--- config.mk ---
export PLATFORM = sky130hd
export DESIGN_NAME = ssai_tmem
export DESIGN_NICKNAME = d
export VERILOG_FILES = /design/src/sv/ssai_pkg.sv /design/src/sv/ssai_tmem.sv
export SDC_FILE = /design/constraint.sdc
export NUM_CORES = 2
export LEC_CHECK = 0
export BUFFER_PORTS_ARGS = -buffer_cell sky130_fd_sc_hd__buf_2
export CAP_MARGIN = 20
export CORE_ASPECT_RATIO = 1.25
export CORE_MARGIN = 5
export CORE_UTILIZATION = 40
export CTS_BUF_LIST = sky130_fd_sc_hd__clkbuf_8
export CTS_CLUSTER_DIAMETER = 200
export DETAILED_ROUTE_END_ITERATION = 6
export GPL_TIMING_DRIVEN = 0
export SLEW_MARGIN = 10
export SYNTH_ARGS = -nofsm -noshare
export SYNTH_HDL_FRONTEND = slang
export SYNTH_SLANG_ARGS = --single-unit
--- constraint.sdc ---
create_clock -name aclk -period 13.32 [get_ports aclk]
set_clock_uncertainty 0.1 [all_clocks]
set_input_delay 2.664 -clock aclk [delete_from_list [all_inputs] [get_ports aclk]]
set_output_delay 2.664 -clock aclk [all_outputs]
set_load 0.01 [all_outputs]
--- src/sv/ssai_pkg.sv ---
// Shared types and constants of the steering servo angle interpolator.
package ssai_pkg;

    localparam int DATA_W    = 24;   // table points, wheel angles, home offsets
    localparam int IDX_W     = 6;    // point_index port
    localparam int LEN_W     = 7;    // table_length register
    localparam int CFG_IDX_W = 2;
    localparam int OUT_W     = 26;
    localparam int WORD_W    = 2 * DATA_W;
    localparam int MUL_W     = DATA_W + 2;
    localparam int PROD_W    = 2 * MUL_W;
    localparam int MAG_W     = 2 * DATA_W;

    localparam int SSAI_TABLE_DEPTH = 64;
    localparam int SSAI_FRAC_BITS   = 12;

    localparam logic signed [DATA_W-1:0] HOME_RESET = 24'sd368640;
    // 180/pi in Q16, rounded
    localparam logic signed [MUL_W-1:0] DEG_PER_RAD_Q16 = 26'sd3754936;
    localparam logic signed [OUT_W-1:0] OUT_MAX = 26'sd33554431;
    localparam logic signed [OUT_W-1:0] OUT_MIN = -26'sd33554432;

    typedef enum logic {
        FUNC_LOAD = 1'b0,
        FUNC_CONV = 1'b1
    } func_t;

    typedef enum logic [CFG_IDX_W-1:0] {
        REG_TABLE_LENGTH = 2'd0,
        REG_HOME_LEFT    = 2'd1,
        REG_HOME_RIGHT   = 2'd2
    } cfg_reg_t;

    typedef enum logic [3:0] {
        ST_IDLE,
        ST_SCAN,
        ST_MUL,
        ST_DIVS,
        ST_DIVW,
        ST_SUM,
        ST_NEXT,
        ST_CMUL,
        ST_CABS,
        ST_CSAT,
        ST_DONE
    } ssai_state_t;

    typedef struct packed {
        logic wr_en;
        logic rd_en;
    } tmem_ctl_t;

endpackage

--- src/sv/ssai_tmem.sv ---
// Point table memory: one write port, one registered read port.
module ssai_tmem import ssai_pkg::*; #(
    parameter int TABLE_DEPTH = SSAI_TABLE_DEPTH
) (
    input  logic                           aclk,
    input  tmem_ctl_t                      ctl,
    input  logic [$clog2(TABLE_DEPTH)-1:0] waddr,
    input  logic [WORD_W-1:0]              wdata,
    input  logic [$clog2(TABLE_DEPTH)-1:0] raddr,
    output logic [WORD_W-1:0]              rdata
);

    logic [WORD_W-1:0] mem_q [TABLE_DEPTH];

    always_ff @(posedge aclk) begin
        if (ctl.wr_en) begin
            mem_q[waddr] <= wdata;
        end
    end

    always_ff @(posedge aclk) begin
        if (ctl.rd_en) begin
            rdata <= mem_q[raddr];
        end
    end

endmodule

==> impl_metrics.csv <==
group,metric,value,unit
yosys,synth_edf_count,3120,
placement,dp_hpwl,234500,um
job,maxCapViolations,0,
yosys,yosysUniqueCellTypes,35,
clock_tree,ctsHoldBuffers,0,
routing,dr.pass1.iters,6,
pwr,powerDensity,141.4,nW/um2
clock_tree,clk_pin_slew_worst_paths,0.06,ns
routing,finalWirelength,350400,um
die,die_h,616.2,um
pwr,comb_power_share,5.9,%
grt,met1_usage,28.53,%
sta,hold_viol_final,0,
yosys,synth_cells,4970,
critical_path,crit_chain,"buf_2, buf_4, buf_4, buf_2, nand3b_1, o221ai_1, a21oi_1, a21oi_1, a221oi_1",
placement,finalWeightedCongestion,0.8240,
yosys,netlist_area,117600,um2
yosys,synthArstFlopShare,0,%
pwr,power_leakage,42.73,nW
critical_path,reg2reg_depth,5,
sta,fin_crit,6.403,ns
yosys,synthesis.nets,5033,
die,io_pins,111,
yosys,synth_common_cells,"3120 x edfxtp_1, 754 x mux4_2, 132 x nor2_1",
yosys,ys_seq_elements,3120,
grt,busiest_layer,"met2",
yosys,synth_ff_type,"edfxtp_1",
critical_path,arrival,6.95,ns
routing,drt_iter0_drc,7285,
critical_path,r2r_start,"mem_q[41][45]$_DFFE_PP_",
sta,tightest_slew,1.286,ns
grt,grt-ovfl-total,0,
clock_tree,clock_path_buffers,4,
routing,via_count,59020,
critical_path,cp.required,13.87,ns
yosys,seq_area_frac_synth,79.67,%
yosys,synth_area_leaders,"edfxtp_1 80%, mux4_2 14%, o22ai_1 0.65%, a221oi_1 0.62%, mux2i_1 0.54%",
pwr,p_switching,0.004437,W
die,core_area,292800,um2
critical_path,critical_path.max_stage_delay,0.91,ns
routing,avgViaCountPerCell,5.867,
final_layout,post-route-util,46.59,%
clock_tree,clk_latency,1.03,ns
pwr,clockPowerShare,37.6,%
min_path,hold_end,"rdata[14]$_DFFE_PP_",
sta,setup_tns,0,ns
grt,grt_pass1_wl,481300,um
grt,first_global_vias,60070,
critical_path,reg2reg_slack,10.31,ns
grt,met3_usage,4.097,%
min_path,min_from,"mem_q[54][14]$_DFFE_PP_",
die,dieArea,305000,um2
yosys,synth.most_common_cell,"edfxtp_1",
clock_tree,cts_setup_buffers,0,
clock_tree,cts_buffers,459,
status,status,"complete, no violations",
clock_tree,cts_tree,"done",
pwr,p_int,0.01484,W
die,num_rows,222,
sta,max_freq,156.2,MHz
sta,max_slew_margin,14.29,%
sta,worst_slack,6.917,ns
grt,antenna_found_initial,23,
placement,port_buffers,102,
final_layout,syn_to_final_growth,15.98,%
final_layout,nNetsFinal,5813,
clock_tree,cts_resized,0,
yosys,ys_warn_count,0,
critical_path,worst-setup-path-type,"primary input to flip-flop",
final_layout,layout-drive-gt1-share,31.09,%
pwr,p_sw_share,23.01,%
yosys,syn_avg_cell_area,23.66,um2
grt,track_usage,22.65,%
critical_path,worstPathMaxFanout,10,
clock_tree,h-tree-depth,5,
yosys,yosys.area.top_type,"edfxtp_1",
critical_path,crit_path_end_kind,"flip-flop",
clock_tree,cts-root-buf,"clkbuf_8",
yosys,yosysTopAreaCellShare,79.67,%
critical_path,regToRegEndpoint,"rdata[45]$_DFFE_PP_",
pwr,seqPwrFrac,56.6,%
grt,met2_usage,38.49,%
routing,wire_per_inst,34.84,um
min_path,hp-class,"flip-flop to flip-flop",
pwr,ir_worst_vdd,90.59,uV
clock_tree,cts.sinks,3120,
routing,ant_nets,0,
min_path,min_path_cells,5,
sta,maxSlewViolCount,0,
sta,fin_crit_sh,48.07,%
grt,grt_max_degree,65,
critical_path,cp-start-kind,"primary input",
sta,grt_setup_unrepaired,"no",
die,initial_core_util,40.17,%
critical_path,slowest_stage,"a21oi_1",
sta,finalSetupViolCount,0,
die,die_x,495.0,um
routing,drc,0,
placement,post-place-ws,5.976,ns
## stage by stage
stage	instance area, um2	power [W]	std cells	hold WS (ns)
after floorplan	117600	0.01164	4970	0.6874
after global placement	123000	0.01219	8992	0.9734
after detailed placement	127300	0.01224	9179	0.9665
after CTS	135700	0.01938	10010	0.9539
after global routing	136400	0.01987	10050	1.032
final	136400	0.01928	10060	0.9800
## final cells by class
class / count / area, um2
antenna: 18 / 45.04
multi-input combinational: 1568 / 22890
fill: 24090 / 156400
sequential: 3120 / 93690
clock inverter: 366 / 2004
buffer: 282 / 1505
tap: 3920 / 4905
clock buffer: 465 / 6400
timing repair buffer: 319 / 4957
## worst max-delay path, delay by kind of cell
family	cells	cell delay (ns)
AO/OA/AOI/OAI	4	1.82
buffers and inverters	4	1.51
AND/OR/NAND/NOR	1	0.87
## how the worst max path moves through the flow
| stage | start | end | slack (ns) | cells past startpoint |
|---|---|---|---|---|
| 2_1_floorplan | waddr[3] | mem_q[48][0]$_DFFE_PP_ | 6.27 | 4 |
| 3_3_place_gp | waddr[3] | mem_q[48][16]$_DFFE_PP_ | 0.95 | 4 |
| 3_5_place_dp | raddr[1] | rdata[6]$_DFFE_PP_ | 5.98 | 9 |
| 4_1_cts | raddr[1] | rdata[6]$_DFFE_PP_ | 7.12 | 9 |
| 5_1_grt | raddr[1] | rdata[43]$_DFFE_PP_ | 7.18 | 9 |
| 6_report | raddr[1] | rdata[25]$_DFFE_PP_ | 6.92 | 9 |
## kinds of logic after synthesis
kind of cell           share of synthesized area (%)
multiplexers                                   15.09
flip-flops                                     79.67
AND/OR/NAND/NOR                               0.9533
buffers and inverters                          1.274
AO/OA/AOI/OAI                                  3.012
## state kept, by name, indices dropped and copies added (netlist names)
name	cells
mem_q	3072
rdata	48
## per-layer routing
metal  up-vias  routed length (um)
li1      23220                   -
met1     32040              128300
met2      3054              176500
met3       692               26990
met4        10               18570
met5         -                  67
## layout by cell type, fill, tap and decap left out, types with 70 or more instances in the layout
cell type	n
mux4_2	754
buf_12	153
clkbuf_8	465
edfxtp_1	3120
buf_2	191
o22ai_1	122
inv_1	142
nor2_1	70
buf_4	83
clkbuf_1	92
a221oi_1	83
a21oi_1	74
a22oi_1	72
clkinv_1	125
## power by group through the flow
| stage | Sequential (W) | Clock [W] | Combinational [W] |
|---|---|---|---|
| after floorplan | 0.0111 | 0 | 0.000520 |
| after global placement | 0.0111 | 0 | 0.00106 |
| after detailed placement | 0.0111 | 0 | 0.00112 |
| after CTS | 0.0109 | 0.00735 | 0.00112 |
| after global routing | 0.0109 | 0.00779 | 0.00117 |
| final | 0.0109 | 0.00724 | 0.00113 |
(Power assumes the default switching activity.)
