File: config.mk
export PLATFORM = sky130hd
export DESIGN_NAME = ssai_div
export DESIGN_NICKNAME = d
export VERILOG_FILES = /design/src/sv/ssai_pkg.sv /design/src/sv/ssai_div.sv
export SDC_FILE = /design/constraint.sdc
export NUM_CORES = 1
export LEC_CHECK = 0
export BUFFER_PORTS_ARGS = -buffer_cell sky130_fd_sc_hd__buf_2
export CORE_ASPECT_RATIO = 1.25
export CORE_MARGIN = 5
export CORE_UTILIZATION = 49
export DETAILED_ROUTE_END_ITERATION = 10
export GPL_TIMING_DRIVEN = 0
export HOLD_SLACK_MARGIN = 0.15
export PLACE_DENSITY = 0.83
export SETUP_SLACK_MARGIN = 0.15
export SYNTH_ARGS = -nofsm -noshare
export SYNTH_HDL_FRONTEND = slang
export SYNTH_SLANG_ARGS = --single-unit
File: constraint.sdc
create_clock -name aclk -period 2.4 [get_ports aclk]
set_input_delay 0.12 -clock aclk [delete_from_list [all_inputs] [get_ports aclk]]
set_output_delay 0.12 -clock aclk [all_outputs]
set_load 0.1 [all_outputs]
File: src/sv/ssai_pkg.sv
// Shared types and constants of the steering servo angle interpolator.
package ssai_pkg;

    localparam int DATA_W    = 24;   // table points, wheel angles, home offsets
    localparam int IDX_W     = 6;    // point_index port
    localparam int LEN_W     = 7;    // table_length register
    localparam int CFG_IDX_W = 2;
    localparam int OUT_W     = 26;
    localparam int WORD_W    = 2 * DATA_W;
    localparam int MUL_W     = DATA_W + 2;
    localparam int PROD_W    = 2 * MUL_W;
    localparam int MAG_W     = 2 * DATA_W;

    localparam int SSAI_TABLE_DEPTH = 64;
    localparam int SSAI_FRAC_BITS   = 12;

    localparam logic signed [DATA_W-1:0] HOME_RESET = 24'sd368640;
    // 180/pi in Q16, rounded
    localparam logic signed [MUL_W-1:0] DEG_PER_RAD_Q16 = 26'sd3754936;
    localparam logic signed [OUT_W-1:0] OUT_MAX = 26'sd33554431;
    localparam logic signed [OUT_W-1:0] OUT_MIN = -26'sd33554432;

    typedef enum logic {
        FUNC_LOAD = 1'b0,
        FUNC_CONV = 1'b1
    } func_t;

    typedef enum logic [CFG_IDX_W-1:0] {
        REG_TABLE_LENGTH = 2'd0,
        REG_HOME_LEFT    = 2'd1,
        REG_HOME_RIGHT   = 2'd2
    } cfg_reg_t;

    typedef enum logic [3:0] {
        ST_IDLE,
        ST_SCAN,
        ST_MUL,
        ST_DIVS,
        ST_DIVW,
        ST_SUM,
        ST_NEXT,
        ST_CMUL,
        ST_CABS,
        ST_CSAT,
        ST_DONE
    } ssai_state_t;

    typedef struct packed {
        logic wr_en;
        logic rd_en;
    } tmem_ctl_t;

endpackage

File: src/sv/ssai_div.sv
// Restoring divider, one quotient bit per cycle, for the interpolation step.
module ssai_div import ssai_pkg::*; (
    input  logic              aclk,
    input  logic              aresetn,
    input  logic              start,
    input  logic [MAG_W-1:0]  num,    // must be below den * 2**DATA_W
    input  logic [DATA_W-1:0] den,
    output logic              done,
    output logic [DATA_W-1:0] quo
);

    localparam int CNT_W = $clog2(DATA_W);

    logic              busy_reg;
    logic              done_reg;
    logic [CNT_W-1:0]  cnt_reg;
    logic [DATA_W-1:0] rem_reg;
    logic [DATA_W-1:0] low_reg;
    logic [DATA_W-1:0] den_reg;
    logic [DATA_W:0]   trial;
    logic              ge;

    assign trial = {rem_reg, low_reg[DATA_W-1]};
    assign ge    = trial >= {1'b0, den_reg};

    always_ff @(posedge aclk) begin
        if (!aresetn) begin
            busy_reg <= 1'b0;
            done_reg <= 1'b0;
            cnt_reg  <= '0;
        end else begin
            done_reg <= 1'b0;
            if (start) begin
                busy_reg <= 1'b1;
                cnt_reg  <= '0;
            end else if (busy_reg) begin
                cnt_reg <= cnt_reg + CNT_W'(1);
                if (cnt_reg == CNT_W'(DATA_W - 1)) begin
                    busy_reg <= 1'b0;
                    done_reg <= 1'b1;
                end
            end
        end
    end

    // low_reg shifts dividend bits out and quotient bits in
    always_ff @(posedge aclk) begin
        if (start) begin
            rem_reg <= num[MAG_W-1:DATA_W];
            low_reg <= num[DATA_W-1:0];
            den_reg <= den;
        end else if (busy_reg) begin
            rem_reg <= ge ? DATA_W'(trial - {1'b0, den_reg}) : trial[DATA_W-1:0];
            low_reg <= {low_reg[DATA_W-2:0], ge};
        end
    end

    assign done = done_reg;
    assign quo  = low_reg;

endmodule

==> impl_results.md <==
- Status: finished, violations left
- Failing checks: design-rule violations, negative setup slack
- Pin count of the biggest net entering global routing: 37
- Detailed Routing Iterations Pass 1: 11
- Commonest non-fill, non-tap cell in the layout: buf_2
- Mapped cell area: 0.004533 mm²
- Final RePlAce weighted congestion: 0.9038
- Fraction of layout cells with a size suffix above 1: 0.4192
- Crit-path cells: ha_4 -> o21a_1 -> o31ai_4 -> a211oi_4 -> o21bai_4 -> o211ai_2 -> a21o_1 -> buf_6 -> mux2i_1 -> o21ai_0
- Worst Path Required: around 2.4 ns
- Slowest-stage cell, CP: edfxtp_1
- Die Area: 0.01129 mm²
- Peak per-stage delay on the critical path: approximately 0.5 ns
- Clock root buffer: clkbuf_16
- Die X: around 96 µm
- First-pass GRT wire length: ~23000 µm
- Relative slew slack: 0.5047
- Post-Route Utilization: 0.7706
- Cells after Synth: 405
- CTS tree: done
- WL final: 18110 µm
- Setup crit end kind: flip-flop
- Top Ports: 100
- Yosys reg bits: 79
- Pwr dens: 950.3 mW/mm²
- Post-synth cell types: 56
- Max cap viols: 0
- Clk_skew: 0.006275 ns
- Final Hold Viols: 0
- Chip height: 117.5 µm
- Initial drt markers: 650
- Critical Path AT: 2.84 ns
- Via count: 4714
- Synth Flop Type: edfxtp_1
- Inserted Clock Buffers: 9
- Final setup margin: -0.4065 ns
- GR Util All Layers: 0.2675
- Dpl cell area: 0.005224 mm²
- Clock transition at the registers of the reported paths: about 0.070 ns
- Most frequent cells in the layout: 98 x buf_2, 72 x edfxtp_1, 67 x dlygate4sd3_1
- Post-synthesis sequential area ratio: 0.5079
- NumNets Final: 721
- Dpl hpwl: just under 8000 µm
- Core area: 0.009076 mm²
- Final setup fails: 25
- CP Max Fanout: 6
- Skew-Pair Late Insertion Delay: 0.35 ns
- Initial antenna violation count: 0
- Pleak: 2.960 nW
- Cell area after layout: 0.006994 mm²
- ANT nets after route: 0
- Worst r2r src: rem_reg[2]
- Peak supply drop: 0.0007202 V
- Unrepaired setup endpoints after global routing: true
- Overflow after GRT: 0
- Actual slew at the worst max-slew pin: ~0.74 ns
- Port bufs: 99
- Initial Util: 0.4994
- Fillers: 486
- CP startpoint kind: flip-flop
- Post-layout min period: 2.806 ns
- Post-synth EDFFs: 72
- Peak Freq: 356.3 MHz
- Inserted Diodes: 0
- Worst Hold Class: primary input to flip-flop
- Via density: 6.302
- Vias in the first global route: 4652
- Syn avg cell area: roughly 11 µm²
- Drt drc: 2
- Min-delay src: num[34]
- Worst setup path startpoint: rem_reg[2]
- Crit path kind: flip-flop to flip-flop
- Slew Viols, Final: 0
- Period utilisation layout: 1.169
- Synth async-reset ratio: 0
- YS warnings: 0
- Cell Rows: 39
- Clock Tree Buf Depth: 2
- Detailed-route wire length per cell: 24.21 µm
- Area grow syn2layout: 54.29%
- H-Tree Depth: 3
- Syn_nets: 506
- Clock Sinks: 79
## Yosys cell counts (2+ instances only)
master / n / area [µm²]
a211oi_1: 3 / 22.52
a21o_1: 12 / 90.09
a21oi_1: 22 / 110.1
a221o_1: 5 / 50.05
a2bb2oi_1: 3 / 26.28
a31o_1: 2 / 17.52
a31oi_1: 10 / 62.56
and2_1: 2 / 12.51
and3_1: 6 / 37.54
and3_2: 2 / 15.01
buf_1: 3 / 11.26
buf_4: 5 / 37.54
buf_6: 2 / 22.52
clkbuf_1: 6 / 22.52
dfxtp_1: 7 / 140.1
edfxtp_1: 72 / 2162
ha_1: 25 / 312.8
inv_1: 29 / 108.9
mux2_2: 25 / 281.5
mux2i_1: 5 / 50.05
nand2_1: 40 / 150.1
nand3_1: 5 / 25.02
nand4_1: 9 / 56.30
nor2_1: 24 / 90.09
nor2b_1: 4 / 25.02
nor3_1: 7 / 35.03
nor4_1: 2 / 12.51
nor4b_1: 4 / 35.03
o21a_1: 3 / 22.52
o21ai_0: 12 / 60.06
o21ai_1: 2 / 10.01
or3_1: 3 / 18.77
xnor2_1: 10 / 87.58
xor2_1: 12 / 105.1
## cell families (layout without fill, tap and decap cells)
family	after synthesis	count (layout)	synth area share
xor+xnor	22	22	0.04251
buf+inv	46	266	0.04582
compound gates	86	86	0.1297
mux	30	30	0.07314
simple gates	116	116	0.1275
flops	79	79	0.5079
fa+ha+maj	26	26	0.07342
## report_power, final
group,internal [mW],total [mW],switching (mW)
Sequential,1.78,1.95,0.173
Combinational,1.45,3.36,1.91
Clock,0.757,1.34,0.585
## critical path: cells and delay by family, from the launching register on
kind            cells  cell delay (ns)
buf+inv             1             0.18
fa+ha+maj           1             0.36
flops               1             0.51
compound gates      7             1.23
mux                 1             0.20
## metrics by stage
stage / std cells / TNS, ns / setup slack, ns / power (mW) / hold slack (ns)
after CTS: 732 / -3.211 / -0.2158 / 5.771 / 0.1506
after detailed placement: 628 / -12.26 / -0.4387 / 4.027 / 0.2982
final: 748 / -7.615 / -0.4065 / 6.647 / 0.1621
after global placement: 627 / -62.27 / -1.156 / 3.962 / 0.2963
after global routing: 748 / -8.925 / -0.5188 / 6.840 / 0.1774
after floorplan: 405 / -10.34 / -0.5228 / 3.580 / 0.2189
## cell type report
cell class	count	area (µm²)	area share
buffer	17	132.6	0.01896
clock buffer	13	260.3	0.03721
clock inverter	3	20.02	0.002862
inverter	29	108.9	0.01556
multi-input combinational	280	2507	0.3585
sequential	79	2302	0.3292
tap	123	153.9	0.02200
timing repair buffer	204	1509	0.2157
## path summary, 6_finish.rpt
check	endpoint	slack, ns	cells after the start
worst max-delay path	rem_reg[2]	-0.41	10
worst min register to register	done	0.58	2
worst min-delay path	rem_reg[10]	0.16	3
worst max register to register	rem_reg[2]	-0.41	10
## layer usage
metal	wire length [µm]	global-route usage	vias up
met1	6129	0.3059	2174
met2	8368	0.4393	455
met4	1489	0.1299	0
met5	0	0	-
li1	-	-	1937
met3	2124	0.08824	148
## repair_timing
action                                  4_1_cts  5_1_grt
gates cloned                                  1        3
pin swaps                                    12       27
hold buffers                                 66        1
buffers inserted                             21       12
endpoints found under the setup margin       25       61
resized for setup                            48       48
endpoints found under the hold margin        66        1
Power figures use the tool's default switching activity.
